File: src/slbm_pkg.sv
// Shared types, register codes and constants for the serial-loaded bank mapper.
// Depends on nothing; every other file in src imports it.
package slbm_pkg;

  typedef struct packed {
    logic [15:0] address;
    logic [7:0]  data;
  } in_item_t;

  typedef struct packed {
    logic [1:0] reg_index;
    logic [1:0] mirror_mode;
    logic [6:0] prg_low_bank;
    logic [6:0] prg_high_bank;
    logic       chr_update;
    logic [4:0] chr_low_bank;
    logic [4:0] chr_high_bank;
  } out_item_t;

  // Result handed from the core to the output queue
  typedef struct packed {
    logic      push;
    out_item_t item;
  } commit_t;

  typedef logic [4:0] bank_reg_t;

  localparam logic [1:0] RegControl = 2'd0;
  localparam logic [1:0] RegChr0    = 2'd1;
  localparam logic [1:0] RegChr1    = 2'd2;
  localparam logic [1:0] RegPrg     = 2'd3;

  localparam logic [1:0] CfgPrgBanks   = 2'd0;
  localparam logic [1:0] CfgChrPresent = 2'd1;

  localparam logic [6:0] SizeClass512k  = 7'd32;
  localparam logic [6:0] SizeClass1024k = 7'd64;
  localparam bank_reg_t  ControlResetValue = 5'h0c;
  localparam logic [2:0] BitsPerLoad = 3'd5;

endpackage

File: src/serial_loaded_bank_mapper_top.sv
// Top level of the serial-loaded bank mapper: configuration registers and channels.
// Depends on slbm_pkg, slbm_core and slbm_out_queue.

// The block takes one CPU write per transfer. A data byte with bit 7 set resets
// the mapping registers (control becomes 0x0c) and yields a result at once;
// any other byte shifts its bit 0 into a five-bit latch, least significant bit
// first, and the fifth such byte loads the latch into the register chosen by
// address bits 14..13 and yields a result. Each result reports the mirroring
// mode, both 16K program banks (with the 512K/1024K size-class offsets) and,
// when character ROM is present, both 4K character banks. An input transfer
// can be taken every cycle: the state updates on the transfer and the result
// appears on the output in the following cycle, held in a two-entry queue, so input
// only stalls when two results are waiting. Write prg_banks (index 0) and
// chr_present (index 1) only while the block is idle.
module serial_loaded_bank_mapper_top (
  input  logic                clk,
  input  logic                rst,
  input  logic                cfg_we,
  input  logic [1:0]          cfg_index,
  input  logic [6:0]          cfg_data,
  input  logic                in_valid,
  output logic                in_stall,
  input  slbm_pkg::in_item_t  in_data,
  output logic                out_valid,
  input  logic                out_stall,
  output slbm_pkg::out_item_t out_data
);
  import slbm_pkg::*;

  logic [6:0] prg_banks;
  logic       chr_present;
  logic       in_fire;
  logic       queue_full;
  commit_t    commit;

  // Hold configuration; writes to unused indexes drop silently
  always_ff @(posedge clk) begin
    if (rst) begin
      prg_banks   <= 7'd2;
      chr_present <= 1'b1;
    end else if (cfg_we) begin
      case (cfg_index)
        CfgPrgBanks:   prg_banks   <= cfg_data;
        CfgChrPresent: chr_present <= cfg_data[0];
        default: ;
      endcase
    end
  end

  // Stall only when the queue has no room left for a result
  assign in_stall = queue_full;
  assign in_fire  = in_valid && !in_stall;

  slbm_core u_core (
    .clk         (clk),
    .rst         (rst),
    .fire        (in_fire),
    .item        (in_data),
    .prg_banks   (prg_banks),
    .chr_present (chr_present),
    .commit      (commit)
  );

  slbm_out_queue u_out_queue (
    .clk       (clk),
    .rst       (rst),
    .commit    (commit),
    .full      (queue_full),
    .out_valid (out_valid),
    .out_stall (out_stall),
    .out_data  (out_data)
  );

endmodule

File: src/slbm_core.sv
// Serial shift latch, bank registers and bank mapping for the bank mapper.
// Depends on slbm_pkg for the item types and register codes.
module slbm_core (
  input  logic                clk,
  input  logic                rst,
  input  logic                fire,
  input  slbm_pkg::in_item_t  item,
  input  logic [6:0]          prg_banks,
  input  logic                chr_present,
  output slbm_pkg::commit_t   commit
);
  import slbm_pkg::*;

  bank_reg_t  bank_regs [4];
  bank_reg_t  bank_regs_next [4];
  logic [4:0] shift_latch;
  logic [4:0] shift_latch_next;
  logic [2:0] bit_count;
  logic [2:0] bit_count_next;

  logic [1:0] sel;
  logic       reset_byte;
  logic       load_done;
  logic [2:0] count_inc;
  logic [4:0] latch_set;
  logic [6:0] base;
  logic [6:0] prg_sum;
  logic [6:0] lo;
  logic [6:0] hi;
  logic [4:0] clo;
  logic [4:0] chi;
  bank_reg_t  ctl;
  bank_reg_t  c1;
  bank_reg_t  c2;

  assign sel        = item.address[14:13];
  assign reset_byte = item.data[7];
  assign count_inc  = bit_count + 3'd1;
  assign load_done  = (count_inc >= BitsPerLoad);
  assign latch_set  = shift_latch | (5'(item.data[0]) << bit_count);

  always_comb begin
    bank_regs_next   = bank_regs;
    shift_latch_next = shift_latch;
    bit_count_next   = bit_count;
    if (reset_byte) begin
      bank_regs_next[RegControl] = ControlResetValue;
      bank_regs_next[RegChr0]    = '0;
      bank_regs_next[RegChr1]    = '0;
      bank_regs_next[RegPrg]     = '0;
      shift_latch_next           = '0;
      bit_count_next             = '0;
    end else if (load_done) begin
      bank_regs_next[sel] = latch_set;
      shift_latch_next    = '0;
      bit_count_next      = '0;
    end else begin
      shift_latch_next = latch_set;
      bit_count_next   = count_inc;
    end
  end

  always_ff @(posedge clk) begin
    if (rst) begin
      for (int i = 0; i < 4; i++) bank_regs[i] <= '0;
      shift_latch <= '0;
      bit_count   <= '0;
    end else if (fire) begin
      bank_regs   <= bank_regs_next;
      shift_latch <= shift_latch_next;
      bit_count   <= bit_count_next;
    end
  end

  // Map from the register values as they stand after this transfer
  assign ctl = bank_regs_next[RegControl];
  assign c1  = bank_regs_next[RegChr0];
  assign c2  = bank_regs_next[RegChr1];

  always_comb begin
    if (prg_banks == SizeClass512k) begin
      base = c1[4] ? 7'd16 : 7'd0;
    end else if (prg_banks == SizeClass1024k) begin
      if (ctl[4]) begin
        base = (c1[4] ? 7'd16 : 7'd0) + (c2[4] ? 7'd32 : 7'd0);
      end else begin
        base = c1[4] ? 7'd48 : 7'd0;
      end
    end else begin
      base = 7'd0;
    end
  end

  assign prg_sum = 7'(bank_regs_next[RegPrg]) + base;

  always_comb begin
    if (ctl[3]) begin
      if (ctl[2]) begin
        lo = prg_sum;
        hi = prg_banks - 7'd1;
      end else begin
        lo = '0;
        hi = prg_sum;
      end
    end else begin
      lo = 7'({bank_regs_next[RegPrg][4:1], 1'b0}) + base;
      hi = lo + 7'd1;
    end
  end

  always_comb begin
    clo = '0;
    chi = '0;
    if (chr_present) begin
      if (ctl[4]) begin
        clo = c1;
        chi = c2;
      end else begin
        clo = {c1[4:1], 1'b0};
        chi = clo + 5'd1;
      end
    end
  end

  assign commit.push               = fire && (reset_byte || load_done);
  assign commit.item.reg_index     = sel;
  assign commit.item.mirror_mode   = ctl[1:0];
  assign commit.item.prg_low_bank  = lo;
  assign commit.item.prg_high_bank = hi;
  assign commit.item.chr_update    = chr_present;
  assign commit.item.chr_low_bank  = clo;
  assign commit.item.chr_high_bank = chi;

endmodule

File: src/slbm_out_queue.sv
// Two-entry result queue that parts the core from the output channel.
// Depends on slbm_pkg for the result types.
module slbm_out_queue (
  input  logic                clk,
  input  logic                rst,
  input  slbm_pkg::commit_t   commit,
  output logic                full,
  output logic                out_valid,
  input  logic                out_stall,
  output slbm_pkg::out_item_t out_data
);
  import slbm_pkg::*;

  out_item_t  slots [2];
  logic       wr_ptr;
  logic       rd_ptr;
  logic [1:0] count;
  logic       pop;

  assign out_valid = (count != 2'd0);
  assign full      = (count == 2'd2);
  assign pop       = out_valid && !out_stall;
  assign out_data  = slots[rd_ptr];

  always_ff @(posedge clk) begin
    if (commit.push) slots[wr_ptr] <= commit.item;
  end

  always_ff @(posedge clk) begin
    if (rst) begin
      wr_ptr <= 1'b0;
      rd_ptr <= 1'b0;
      count  <= '0;
    end else begin
      if (commit.push) wr_ptr <= !wr_ptr;
      if (pop) rd_ptr <= !rd_ptr;
      count <= count + 2'(commit.push) - 2'(pop);
    end
  end

endmodule
File: config.mk
export PLATFORM = sky130hd
export DESIGN_NAME = serial_loaded_bank_mapper_top
export DESIGN_NICKNAME = d
export VERILOG_FILES = /design/src/slbm_pkg.sv /design/src/serial_loaded_bank_mapper_top.sv /design/src/slbm_core.sv /design/src/slbm_out_queue.sv
export SDC_FILE = /design/constraint.sdc
export NUM_CORES = 1
export LEC_CHECK = 0
export BUFFER_PORTS_ARGS = -buffer_cell sky130_fd_sc_hd__buf_2
export CAP_MARGIN = 20
export CORE_MARGIN = 2
export CORE_UTILIZATION = 51
export CTS_CLUSTER_DIAMETER = 60
export DETAILED_ROUTE_END_ITERATION = 10
export PLACE_DENSITY = 0.75
export REMOVE_ABC_BUFFERS = 1
export SYNTH_ARGS = -nofsm -noshare
export SYNTH_HDL_FRONTEND = slang
export SYNTH_SLANG_ARGS = --single-unit
File: constraint.sdc
create_clock -name clk -period 4.1 [get_ports clk]
set_clock_uncertainty 0.05 [all_clocks]
set_input_delay 1.23 -clock clk [delete_from_list [all_inputs] [get_ports clk]]
set_output_delay 1.23 -clock clk [all_outputs]
set_load 0.03 [all_outputs]
==> summary.txt, run 1 <==
Die
  • Placement Rows: 34
  • Number of placed I/O pins: 69
  • Die Y-Extent: 99.2 um
  • Die X: 99.2 um
  • Placeable core region: 8760 um2
  • Die area: 9830 um2
  • Initial Utilization: 52.7%

Synth
  • Cell type with the highest aggregate area in the netlist: sky130_fd_sc_hd__edfxtp_1
  • Register bit total from synthesis: 99
  • Commonest cells post-synth: sky130_fd_sc_hd__edfxtp_1, sky130_fd_sc_hd__nor2_1, sky130_fd_sc_hd__dfxtp_1
  • Async set-reset flop share out of synthesis: 0%
  • Average cell area after synthesis: 11.4 um2
  • Cells after Synth: 406
  • Prevailing post-synth register cell: sky130_fd_sc_hd__edfxtp_1
  • Number of synthesized flops with an enable pin: 58
  • Mapped cell area: 4620 um2
  • Sequential area share after synthesis: 55.5%
  • Synth cell types: 50
  • Yosys top cell area share: 37.7%
  • Ys Warns: 0
  • Library cell with the highest instance count after synthesis: sky130_fd_sc_hd__edfxtp_1
  • Top cells by area, synth: sky130_fd_sc_hd__edfxtp_1, sky130_fd_sc_hd__dfxtp_1, sky130_fd_sc_hd__mux2_2

Global routing
  • Grt ovf: 0
  • Most congested layer reported by global routing: met2
  • Met1 Resource Use GR: 25.0%
  • Met3 Use GR: 2.88%
  • Number of global-route vias before repair: 3051
  • First-pass GRT wire length: 14.7 mm
  • Global-route usage over all layers: 18.8%
  • GRT met2 Usage: 32.0%
  • Maximum number of pins on one net before global-route repair: 36
  • Antenna violations before repair: 0

Route
  • DRC marker count from the first detailed-route iteration: 225
  • Final Routed Wirelength: 8.92 mm
  • Count of vias placed by the detailed router: 3164
  • Pre-Repair DR Iteration Count: 5
  • Average via count per standard cell: 5.60
  • DRT antenna net count: 0
  • Wire length per cell after detailed routing: 15.8 um
  • DRC violation count after routing: 0

Clock tree
  • Clock tree buffer depth: 2
  • Number of buffers inserted by post-CTS setup repair: 0
  • Depth of the CTS H-tree: 3
  • Clock latency at the later pin of the worst-skew pair: 0.35 ns
  • Number of cells upsized or downsized after cts: 0
  • TritonCTS clock tree: yes
  • Sinks on the clock net: 99
  • # hold bufs at CTS: 0
  • Number of buffers created by CTS: 9
  • Clock slew seen by the registers of the worst setup and hold paths: 0.09 ns
  • Clk root buf: sky130_fd_sc_hd__clkbuf_8

Setup path
  • Arrival time of data at the critical path endpoint: 3.57 ns
  • Endpoint type of the worst setup path: register
  • CP required: 4.16 ns
  • Reg-to-reg slack, setup: 0.59 ns
  • Element type at the critical path start: register
  • Critical Path Fanout Max: 11
  • Setup CP Type: register to register

Final layout
  • Number of nets in the layout: 497
  • Fraction of final layout cells with drive strength greater than 1: 25.6%
  • Filler cells: 719
  • Area of all sequential standard cells: 2560 um2
  • Area overhead of the layout relative to synthesis: 11.5%
  • Cell area after layout: 5150 um2
  • Area used by multi-input combinational logic: 1880 um2
  • Antenna cell count: 0

Timing
  • Fraction of the cycle the final worst path needs: 85.5%
  • Worst Tran Pin Value: 0.835 ns
  • Final setup violation count: 0
  • Post-route minimum period: 3.51 ns
  • Final hold viol count: 0
  • Final count of pins violating max slew: 0
  • Highest attainable clock frequency: 285 MHz
  • Unrepaired setup endpoints after global routing: false
  • Worst slew margin relative to its limit: 44.3%

Pwr
  • Cell leakage power: 1.91 nW
  • Pwr dens: 477 nW/um2
  • PnR Total Power: 0.00246 W
  • Largest voltage drop on the vdd net: 0.434 mV

Hold path
  • Class of the most critical hold timing path: register to register

Placement
  • DP Wirelength: 6.05 mm
  • Weighted congestion reported at the end of routability-driven placement: 0.836
  • Placed instance area: 4960 um2
  • Count of buffers inserted at the top-level ports: 48

Run status
  • Status: finished, final reports clean

Job
  • Number of max-cap violations: 0
-- per-stage QoR --
step,hold slack [ns],utilization (%),TNS [ns],setup WS [ns],instances
floorplan,0.380,-,-0.945,-0.0326,380
global placement,0.391,56.6,0,0.485,549
detailed placement,0.401,56.6,0,0.454,549
CTS,0.415,58.8,0,0.590,565
global route,0.432,58.8,0,0.383,565
finish,0.416,58.8,0,0.594,565
-- final cells by class --
type                            count  area share (%)
Sequential cell                    99            49.8
Inverter                           11           0.802
Multi-Input combinational cell    270            36.6
Tap cell                          108            2.62
Clock buffer                        9            2.41
Clock inverter                      7            1.26
Timing Repair Buffer               61            6.56
-- placed cells by master, fill, tap and decap left out, types with 9 or more instances in the layout --
master                     Yosys  layout
sky130_fd_sc_hd__nor2_1       48      48
sky130_fd_sc_hd__mux2i_1      14      14
sky130_fd_sc_hd__dfxtp_1      41      41
sky130_fd_sc_hd__nand2_1      30      30
sky130_fd_sc_hd__mux2_2       30      30
sky130_fd_sc_hd__edfxtp_1     58      58
sky130_fd_sc_hd__inv_1        11      11
sky130_fd_sc_hd__buf_4         0      13
sky130_fd_sc_hd__buf_2         1      48
sky130_fd_sc_hd__a21oi_1      18      18
sky130_fd_sc_hd__and2_1       11      11
sky130_fd_sc_hd__a211oi_1     11      11
sky130_fd_sc_hd__nor2b_1      10      10
sky130_fd_sc_hd__o21ai_0      10      10
sky130_fd_sc_hd__clkbuf_8      0       9
sky130_fd_sc_hd__nor3_1       11      10
-- sequential cells by signal (all words and copies together) (netlist names), named ones only --
name and flops:
prg_banks 7, u_core.bank_regs 20, u_out_queue.slots 58, u_out_queue.wr_ptr 1
u_out_queue.rd_ptr 1, u_core.bit_count 3, u_core.shift_latch 5, u_out_queue.count 2
chr_present 1
-- metal layers --
| metal | vias to the layer above | wire [um] | share of wire, % |
|---|---|---|---|
| met1 | 1524 | 4100 | 46 |
| li1 | 1551 | - | - |
| met5 | - | 0 | 0 |
| met3 | 12 | 315 | 3.5 |
| met4 | 0 | 117 | 1.3 |
| met2 | 77 | 4390 | 49 |
-- report_power, final --
group,internal (W),switching [W],total (W)
registers,0.00113,0.0000330,0.00116
clock network,0.000281,0.000329,0.000610
logic,0.000248,0.000439,0.000688
-- final timing paths --
check / cells past startpoint / to / start
setup reg to reg: 9 / u_out_queue.slots[0][16]$_DFFE_PP_ / u_core.bit_count[0]$_SDFFE_PP0P_
hold reg to reg: 2 / u_core.bank_regs[6]$_SDFFE_PP0P_ / u_core.bank_regs[6]$_SDFFE_PP0P_
hold / removal: 2 / u_core.bank_regs[6]$_SDFFE_PP0P_ / u_core.bank_regs[6]$_SDFFE_PP0P_
setup / recovery: 9 / u_out_queue.slots[0][16]$_DFFE_PP_ / u_core.bit_count[0]$_SDFFE_PP0P_
-- logic make-up (layout without fill, tap and decap cells) --
group / Yosys count / in the layout / share of synthesized area, %
XOR/XNOR: 13 / 13 / 2.46
AO/OA/AOI/OAI: 61 / 61 / 8.61
adder cells (fa/ha/maj): 7 / 7 / 1.90
buffers and inverters: 37 / 88 / 3.85
multiplexers: 50 / 50 / 12.4
flip-flops: 99 / 99 / 55.5
AND/OR/NAND/NOR: 139 / 139 / 15.3
-- critical path, cell delays in order, from the launching register on --
cell	delay (ns)
sky130_fd_sc_hd__dfxtp_1	0.50
sky130_fd_sc_hd__inv_1	0.11
sky130_fd_sc_hd__ha_1	0.34
sky130_fd_sc_hd__or3b_1	0.53
sky130_fd_sc_hd__nand4_1	0.37
sky130_fd_sc_hd__mux2i_1	0.38
sky130_fd_sc_hd__nor4b_1	0.28
sky130_fd_sc_hd__ha_1	0.20
sky130_fd_sc_hd__ha_1	0.23
sky130_fd_sc_hd__mux2_4	0.28
Power figures use the tool's default switching activity.
==> run 2, diff against run 1 <==
- CORE_UTILIZATION: 51 -> 52
- PLACE_DENSITY: 0.75 -> 0.76
- SYNTH_HIERARCHICAL: not set -> 1
==> run 2 against run 1 <==
Against the previous run:
- worst setup slack gained 0.17 ns
- power down 6.5%
- largest cell class unchanged
- sequential power is essentially flat
- combinational power shrank 15%
- clock power fell by 6.9%
- first-iteration DRC count is 25% lower
- largest power group unchanged
- non-clock buffer count fell by 1
- final area up 3.3%
- via count barely moved
- area after synthesis rose by 4.7%
- sequential cell count is the same
- critical endpoint is now u_out_queue/slots[1][16]$_DFFE_PP_
==> summary.txt, run 2 <==
Run status
  • Status: finished, final reports clean

Final layout
  • Largest register by flop count: u_out_queue/slots
  • Fraction of final layout cells with drive strength greater than 1: 26.4% (+0.77 points)
  • Antenna cell count: 0 (unchanged)
  • Flip-flop count of the largest register, all copies and words added: 58 (unchanged)
  • Biggest regs: u_out_queue/slots x58, u_core/bank_regs x20, prg_banks x7
  • Final core occ: 58.1% (-0.63 points)
  • Most frequent cells in the layout: sky130_fd_sc_hd__edfxtp_1, sky130_fd_sc_hd__nor2_1, sky130_fd_sc_hd__buf_2
  • Filler cells: 763 (+6.1%)
  • Commonest non-fill, non-tap cell in the layout: sky130_fd_sc_hd__edfxtp_1
  • Number of nets in the layout: 495 (-0.40%)
  • Area overhead of the layout relative to synthesis: 9.98%

Clock tree
  • Clock tree buffer depth: 2 (unchanged)
  • Clock latency at the later pin of the worst-skew pair: 0.36 ns (about the same)
  • Clock slew seen by the registers of the worst setup and hold paths: 0.10 ns (about the same)
  • Depth of the CTS H-tree: 3 (unchanged)
  • # hold bufs at CTS: 0 (unchanged)
  • Number of buffers created by CTS: 9 (unchanged)
  • Number of buffers inserted by post-CTS setup repair: 0 (unchanged)
  • Clk root buf: sky130_fd_sc_hd__clkbuf_8
  • TritonCTS clock tree: yes
  • Sinks on the clock net: 99 (unchanged)
  • Number of cells upsized or downsized after cts: 0 (unchanged)

Die
  • Die X: 100 um (+1.3%)
  • Die area: 10100 um2 (+2.6%)
  • Number of placed I/O pins: 69 (unchanged)
  • Placeable core region: 9150 um2 (+4.4%)
  • Die Y-Extent: 100 um (+1.3%)
  • Placement Rows: 35 (+2.9%)
  • Initial Utilization: 52.9% (+0.15 points)

Setup path
  • Element type at the critical path start: register
  • Most frequent CP cell: sky130_fd_sc_hd__ha_1
  • Reg-to-reg slack, setup: 0.77 ns (+0.17 ns)
  • Endpoint type of the worst setup path: register
  • Buffering stage count on the worst path with inverters included: 2 (+1)
  • Worst-path cell chain: inv_1 > ha_1 > or3b_1 > and3_1 > a211oi_1 > buf_4 > nor3b_1 > ha_1 > ha_1 > mux2_4
  • CP required: 4.18 ns (+0.02 ns)
  • Critical Path Fanout Max: 12 (+1)
  • Largest stage delay on the critical path: 0.55 ns (+0.02 ns)
  • Slowest-stage cell, CP: sky130_fd_sc_hd__dfxtp_1
  • Arrival time of data at the critical path endpoint: 3.41 ns (-0.16 ns)
  • Family with the most delay on the worst path: simple AND/OR/NAND/NOR gates
  • Setup CP Type: register to register

Pwr
  • Cell leakage power: 2.05 nW (+7.8%)
  • PnR Total Power: 0.00230 W (-6.5%)
  • Largest voltage drop on the vdd net: 0.291 mV (-33%)
  • Pwr dens: 432 nW/um2 (-9.5%)

Route
  • Final Routed Wirelength: 9.05 mm (+1.4%)
  • Wire length per cell after detailed routing: 16.0 um (+1.2%)
  • DRC marker count from the first detailed-route iteration: 168 (-25%)
  • Average via count per standard cell: 5.58 (-0.27%)
  • Pre-Repair DR Iteration Count: 4 (-1)
  • DRC violation count after routing: 0 (unchanged)
  • Count of vias placed by the detailed router: 3161 (-0.095%)
  • DRT antenna net count: 0 (unchanged)

Synth
  • Synth cell types: 54 (+8.0%)
  • Top cells by area, synth: sky130_fd_sc_hd__edfxtp_1, sky130_fd_sc_hd__dfxtp_1, sky130_fd_sc_hd__mux2i_1
  • Average cell area after synthesis: 11.9 um2 (+4.7%)
  • Register bit total from synthesis: 99 (unchanged)
  • Sequential area share after synthesis: 53.0% (-2.5 points)
  • Ys Warns: 6 (+6)
  • Prevailing post-synth register cell: sky130_fd_sc_hd__edfxtp_1
  • Library cell with the highest instance count after synthesis: sky130_fd_sc_hd__edfxtp_1
  • Async set-reset flop share out of synthesis: 0% (unchanged)
  • Number of synthesized flops with an enable pin: 58 (unchanged)
  • Mapped cell area: 4840 um2 (+4.7%)
  • Yosys top cell area share: 36.0% (-1.7 points)
  • Cells after Synth: 406 (unchanged)
  • Cell type with the highest aggregate area in the netlist: sky130_fd_sc_hd__edfxtp_1
  • Commonest cells post-synth: sky130_fd_sc_hd__edfxtp_1, sky130_fd_sc_hd__nor2_1, sky130_fd_sc_hd__dfxtp_1

Global routing
  • Global-route usage over all layers: 18.7% (-0.16 points)
  • Number of global-route vias before repair: 3037 (-0.46%)
  • Grt ovf: 0 (unchanged)
  • Maximum number of pins on one net before global-route repair: 44 (+22%)
  • First-pass GRT wire length: 14.7 mm (+0.47%)
  • Antenna violations before repair: 0 (unchanged)

Job
  • Number of max-cap violations: 0 (unchanged)

Placement
  • DP Wirelength: 6.08 mm (+0.44%)
  • Weighted congestion reported at the end of routability-driven placement: 0.841 (+0.59%)
  • Count of buffers inserted at the top-level ports: 48 (unchanged)

Timing
  • Highest attainable clock frequency: 300 MHz (+5.2%)
  • Worst Tran Pin Value: 0.828 ns (-0.00692 ns)
  • Unrepaired setup endpoints after global routing: false
  • Worst slew margin relative to its limit: 44.3% (-0.048 points)
  • Worst hold slack across all endpoints: 0.410 ns (-0.00541 ns)
  • Final hold viol count: 0 (unchanged)
  • Post-route minimum period: 3.33 ns (-0.174 ns)
  • Final count of pins violating max slew: 0 (unchanged)
  • Fraction of the cycle the final worst path needs: 81.3% (-4.2 points)
  • Final setup violation count: 0 (unchanged)

Hold path
  • Class of the most critical hold timing path: register to register
==> run 2: changes by cell type after synthesis, sizes merged, moves of 4 or more <==
cell | previous run | this run
nor2b | 10 | 15
nand2b | 3 | 19
a21oi | 18 | 11
o21bai | 0 | 5
mux2i | 15 | 29
nor3 | 11 | 5
clkbuf | 16 | 10
nand2 | 30 | 5
buf | 10 | 17
a2bb2oi | 4 | 0
==> run 2: worst paths after layout <==
path	startpoint	endpoint	cells past startpoint
min	u_core/shift_latch[0]$_SDFFE_PP0P_	u_core/shift_latch[0]$_SDFFE_PP0P_	2
max reg2reg	u_core/bit_count[0]$_SDFFE_PP0P_	u_out_queue/slots[1][16]$_DFFE_PP_	10
min reg2reg	u_core/shift_latch[0]$_SDFFE_PP0P_	u_core/shift_latch[0]$_SDFFE_PP0P_	2
max	u_core/bit_count[0]$_SDFFE_PP0P_	u_out_queue/slots[1][16]$_DFFE_PP_	10
==> run 2: power by group <==
group	internal, W	switching [W]	total (W)	leakage, nW
Clock	0.000225	0.000344	0.000568	0.0836
Combinational	0.000233	0.000352	0.000585	1.09
Sequential	0.00111	0.0000314	0.00114	0.878
Total	0.00157	0.000727	0.00230	2.05
==> run 2: through the flow <==
| stage | worst slack (ns) | area (um2) | TNS (ns) | std cells |
|---|---|---|---|---|
| after floorplan | -0.538 | 4670 | -15.61 | 379 |
| after global placement | 0.473 | 5140 | 0 | 550 |
| after detailed placement | 0.457 | 5140 | 0 | 550 |
| after CTS | 0.779 | 5320 | 0 | 566 |
| after global routing | 0.606 | 5320 | 0 | 566 |
| final | 0.767 | 5320 | 0 | 566 |
==> run 2: cell type report <==
type	instances	area, um2	area share [%]
Timing Repair Buffer	60	330	6.21
Tap cell	111	139	2.61
Sequential cell	99	2560	48.2
Multi-Input combinational cell	268	2070	38.9
Inverter	12	45.0	0.846
Clock buffer	9	124	2.33
Clock inverter	7	52.6	0.988
==> run 2: layer usage <==
metal / vias up / global-route usage (%) / wire [um]
li1: 1550 / - / -
met1: 1517 / 25.0 / 4080
met2: 82 / 30.4 / 4410
met3: 12 / 2.70 / 434
met4: 0 / 8.11 / 128
met5: - / 0 / 0
==> run 2: worst register-to-register path, stage by stage (launching register included) <==
cell and delay [ns]:
sky130_fd_sc_hd__dfxtp_1 0.55, sky130_fd_sc_hd__inv_1 0.09, sky130_fd_sc_hd__ha_1 0.34, sky130_fd_sc_hd__or3b_1 0.47, sky130_fd_sc_hd__and3_1 0.29, sky130_fd_sc_hd__a211oi_1 0.26
sky130_fd_sc_hd__buf_4 0.17, sky130_fd_sc_hd__nor3b_1 0.19, sky130_fd_sc_hd__ha_1 0.18, sky130_fd_sc_hd__ha_1 0.23, sky130_fd_sc_hd__mux2_4 0.28
==> run 2: kinds of logic after synthesis <==
group,synth area share (%)
xor+xnor,2.09
compound gates,7.58
fa+ha+maj,1.81
mux,16.3
buf+inv,4.40
flops,53.0
simple gates,14.8
==> run 3, diff against run 2 <==
- ABC_AREA: not set -> 1
- CORE_UTILIZATION: 52 -> 55
- PLACE_DENSITY: 0.76 -> 0.77
- clock period: 4.1 -> 3.1 ns (I/O delays scaled with it)
==> run 3 against run 2 <==
Against the previous run:
- global-route usage up 1.8 points
- count of clock-buffer cells in the layout up 1
- combinational power up 110%
- first-iteration DRC count up 28%
- die area down 6.0%
- critical path depth up 2
- core utilization up 3.3 points
- critical endpoint is now u_out_queue/slots[0][23]$_DFFE_PP_
- largest cell class unchanged
==> summary.txt, run 3 <==
Final layout
  • Area overhead of the layout relative to synthesis: 10.1%
  • Largest register by flop count: u_out_queue/slots
  • Commonest non-fill, non-tap cell in the layout: sky130_fd_sc_hd__nand2_1
  • Flip-flop count of the largest register, all copies and words added: 58 (unchanged)
  • Most frequent cells in the layout: sky130_fd_sc_hd__nand2_1, sky130_fd_sc_hd__nor2_1, sky130_fd_sc_hd__inv_1
  • Fraction of final layout cells with drive strength greater than 1: 22.4% (-3.9 points)
  • Antenna cell count: 0 (unchanged)
  • Number of nets in the layout: 606 (+22%)
  • Biggest regs: u_out_queue/slots x58, u_core/bank_regs x20, prg_banks x7

Synth
  • Yosys top cell area share: 36.3% (+0.30 points)
  • Compound-gate portion of the synthesized area: 8.42% (+0.85 points)
  • Register bit total from synthesis: 99 (unchanged)
  • Number of synthesized flops with an enable pin: 58 (unchanged)
  • Mapped cell area: 4800 um2 (-0.83%)
  • Library cell with the highest instance count after synthesis: sky130_fd_sc_hd__nand2_1
  • Commonest cells post-synth: sky130_fd_sc_hd__nand2_1, sky130_fd_sc_hd__nor2_1, sky130_fd_sc_hd__inv_1
  • Adder and majority gate portion of the synthesized area: 1.83% (+0.015 points)
  • Sequential area share after synthesis: 53.4% (+0.44 points)
  • Cells after Synth: 516 (+27%)
  • Prevailing post-synth register cell: sky130_fd_sc_hd__edfxtp_1
  • Async set-reset flop share out of synthesis: 0% (unchanged)
  • Synth cell types: 35 (-35%)
  • Simple-gate share of the synthesized area: 19.7% (+4.8 points)
  • Ys Warns: 6 (unchanged)
  • Average cell area after synthesis: 9.30 um2 (-22%)
  • Top cells by area, synth: sky130_fd_sc_hd__edfxtp_1, sky130_fd_sc_hd__dfxtp_1, sky130_fd_sc_hd__nand2_1
  • Combinational family with the most area after synthesis: simple AND/OR/NAND/NOR gates
  • Xor and xnor area share after synthesis: 0.913% (-1.2 points)
  • Multiplexer area fraction after synthesis: 7.59% (-8.8 points)
  • Cell type with the highest aggregate area in the netlist: sky130_fd_sc_hd__edfxtp_1

Placement
  • DP Wirelength: 6.31 mm (+3.9%)
  • Post-placement setup slack: 0.270 ns (-0.187 ns)
  • Weighted congestion reported at the end of routability-driven placement: 0.890 (+5.8%)
  • Count of buffers inserted at the top-level ports: 48 (unchanged)

Global routing
  • First-pass GRT wire length: 15.8 mm (+7.4%)
  • Global-route usage over all layers: 20.5% (+1.8 points)
  • Antenna violations before repair: 0 (unchanged)
  • Number of global-route vias before repair: 3440 (+13%)
  • Grt ovf: 0 (unchanged)
  • Maximum number of pins on one net before global-route repair: 45 (+2.3%)

Pwr
  • Net switching power of the design: 0.00133 W (+83%)
  • Pwr dens: 703 nW/um2 (+63%)
  • Design internal power: 0.00239 W (+52%)
  • Comb pwr share: 33.1% (+7.6 points)
  • Largest voltage drop on the vdd net: 0.511 mV (+75%)
  • Switching fraction of total power: 35.8% (+4.1 points)
  • Share of total power in the clock network: 21.9% (-2.9 points)
  • Proportion of power drawn by flip-flops and latches: 45.0% (-4.8 points)
  • Cell leakage power: 2.32 nW (+13%)

Clock tree
  • Depth of the CTS H-tree: 3 (unchanged)
  • Clock latency at the later pin of the worst-skew pair: 0.36 ns (about the same)
  • Number of buffers inserted by post-CTS setup repair: 0 (unchanged)
  • Number of cells upsized or downsized after cts: 0 (unchanged)
  • Clk root buf: sky130_fd_sc_hd__clkbuf_8
  • # hold bufs at CTS: 0 (unchanged)
  • Sinks on the clock net: 99 (unchanged)
  • Number of buffers created by CTS: 9 (unchanged)
  • TritonCTS clock tree: yes
  • Clock tree buffer depth: 2 (unchanged)
  • Clock slew seen by the registers of the worst setup and hold paths: 0.09 ns (about the same)

Die
  • Placeable core region: 8590 um2 (-6.1%)
  • Initial Utilization: 55.8% (+3.0 points)
  • Die X: 97.4 um (-3.0%)
  • Number of placed I/O pins: 69 (unchanged)
  • Placement Rows: 34 (-2.9%)
  • Die Y-Extent: 97.4 um (-3.0%)
  • Die area: 9490 um2 (-6.0%)

Route
  • Count of vias placed by the detailed router: 3545 (+12%)
  • DRC marker count from the first detailed-route iteration: 215 (+28%)
  • DRT antenna net count: 0 (unchanged)
  • Wire length per cell after detailed routing: 14.0 um (-13%)
  • DRC violation count after routing: 0 (unchanged)
  • Pre-Repair DR Iteration Count: 5 (+1)
  • Final Routed Wirelength: 9.42 mm (+4.1%)
  • Average via count per standard cell: 5.26 (-5.8%)

Hold path
  • Class of the most critical hold timing path: register to register

Timing
  • Highest attainable clock frequency: 370 MHz (+23%)
  • Worst slew margin relative to its limit: 61.7% (+17 points)
  • Fraction of the cycle the final worst path needs: 87.3% (+6.0 points)
  • Final hold viol count: 0 (unchanged)
  • Worst Tran Pin Value: 0.574 ns (-0.254 ns)
  • Post-route minimum period: 2.71 ns (-0.627 ns)
  • Setup slack after layout: 0.395 ns (-0.373 ns)
  • Sum of negative setup slack: 0 ns (unchanged)
  • Final setup violation count: 0 (unchanged)
  • Final count of pins violating max slew: 0 (unchanged)
  • Unrepaired setup endpoints after global routing: false

Setup path
  • CP required: 3.22 ns (-0.96 ns)
  • Setup CP Type: register to register
  • Element type at the critical path start: register
  • Endpoint type of the worst setup path: register
  • Arrival time of data at the critical path endpoint: 2.82 ns (-0.59 ns)
  • Critical Path Fanout Max: 9 (-3)

Run status
  • Status: finished, final reports clean

Job
  • Number of max-cap violations: 0 (unchanged)
-- run 3: cell types whose count changed after synthesis, sizes merged, moves of 9 or more --
cell	previous run	this run
nand2	5	93
inv	12	69
o21ai	7	36
a21oi	11	33
a211oi	13	1
and2	12	0
nand2b	19	0
mux2i	29	0
nor2b	15	0
nand3	1	34
mux2	38	29
nor2	49	75
-- run 3: path summary, 6_finish.rpt --
kind,from,depth (start not counted),slack [ns],to
max,u_core/bit_count[0]$_SDFFE_PP0P_,12,0.39,u_out_queue/slots[0][23]$_DFFE_PP_
min,u_core/shift_latch[0]$_SDFFE_PP0P_,2,0.41,u_core/shift_latch[0]$_SDFFE_PP0P_
max reg2reg,u_core/bit_count[0]$_SDFFE_PP0P_,12,0.39,u_out_queue/slots[0][23]$_DFFE_PP_
min reg2reg,u_core/shift_latch[0]$_SDFFE_PP0P_,2,0.41,u_core/shift_latch[0]$_SDFFE_PP0P_
-- run 3: through the flow --
step	utilization (%)	instances	total power (W)	cell area, um2	hold WS, ns
floorplan	-	496	0.00261	4660	0.382
global placement	59.2	658	0.00288	5090	0.393
detailed placement	59.2	658	0.00292	5090	0.398
CTS	61.5	674	0.00373	5280	0.411
global route	61.5	674	0.00393	5280	0.451
finish	61.5	674	0.00372	5280	0.414
-- run 3: final cells by class --
| type | count | area, um2 |
|---|---|---|
| inverter | 69 | 259 |
| tap | 108 | 135 |
| fill | 715 | 3310 |
| clock inverter | 6 | 66.3 |
| timing repair buffer | 54 | 285 |
| clock buffer | 10 | 128 |
| sequential | 99 | 2560 |
| multi-input combinational | 328 | 1850 |
-- run 3: critical path, cell delays in order, from the launching register on --
cell and delay, ns:
sky130_fd_sc_hd__dfxtp_1 0.48, sky130_fd_sc_hd__inv_1 0.09, sky130_fd_sc_hd__ha_1 0.30, sky130_fd_sc_hd__inv_1 0.09, sky130_fd_sc_hd__nand3_2 0.14, sky130_fd_sc_hd__nand2_4 0.17
sky130_fd_sc_hd__nor2_1 0.10, sky130_fd_sc_hd__or2_0 0.20, sky130_fd_sc_hd__nand3_1 0.09, sky130_fd_sc_hd__inv_1 0.05, sky130_fd_sc_hd__ha_1 0.19, sky130_fd_sc_hd__ha_1 0.30
sky130_fd_sc_hd__a21boi_0 0.26
-- run 3: routing by layer --
layer,up-vias,part of all wire [%],global-route usage [%]
li1,1778,-,-
met1,1629,45,27.7
met2,128,48,33.7
met3,10,5.2,3.24
met4,0,1.1,7.37
met5,-,0,0
-- run 3: kinds of logic after synthesis --
group,count (synthesis)
multiplexers,29
XOR/XNOR,5
buffers and inverters,89
flip-flops,99
AND/OR/NAND/NOR,213
AO/OA/AOI/OAI,74
adder cells (fa/ha/maj),7
-- run 3: power by group through the flow --
stage / Sequential [W] / Combinational (W) / Clock [W]
2_1_floorplan: 0.00171 / 0.000896 / 0
3_3_place_gp: 0.00169 / 0.00119 / 0
3_5_place_dp: 0.00170 / 0.00122 / 0
4_1_cts: 0.00167 / 0.00123 / 0.000828
5_1_grt: 0.00169 / 0.00136 / 0.000882
6_report: 0.00167 / 0.00123 / 0.000813
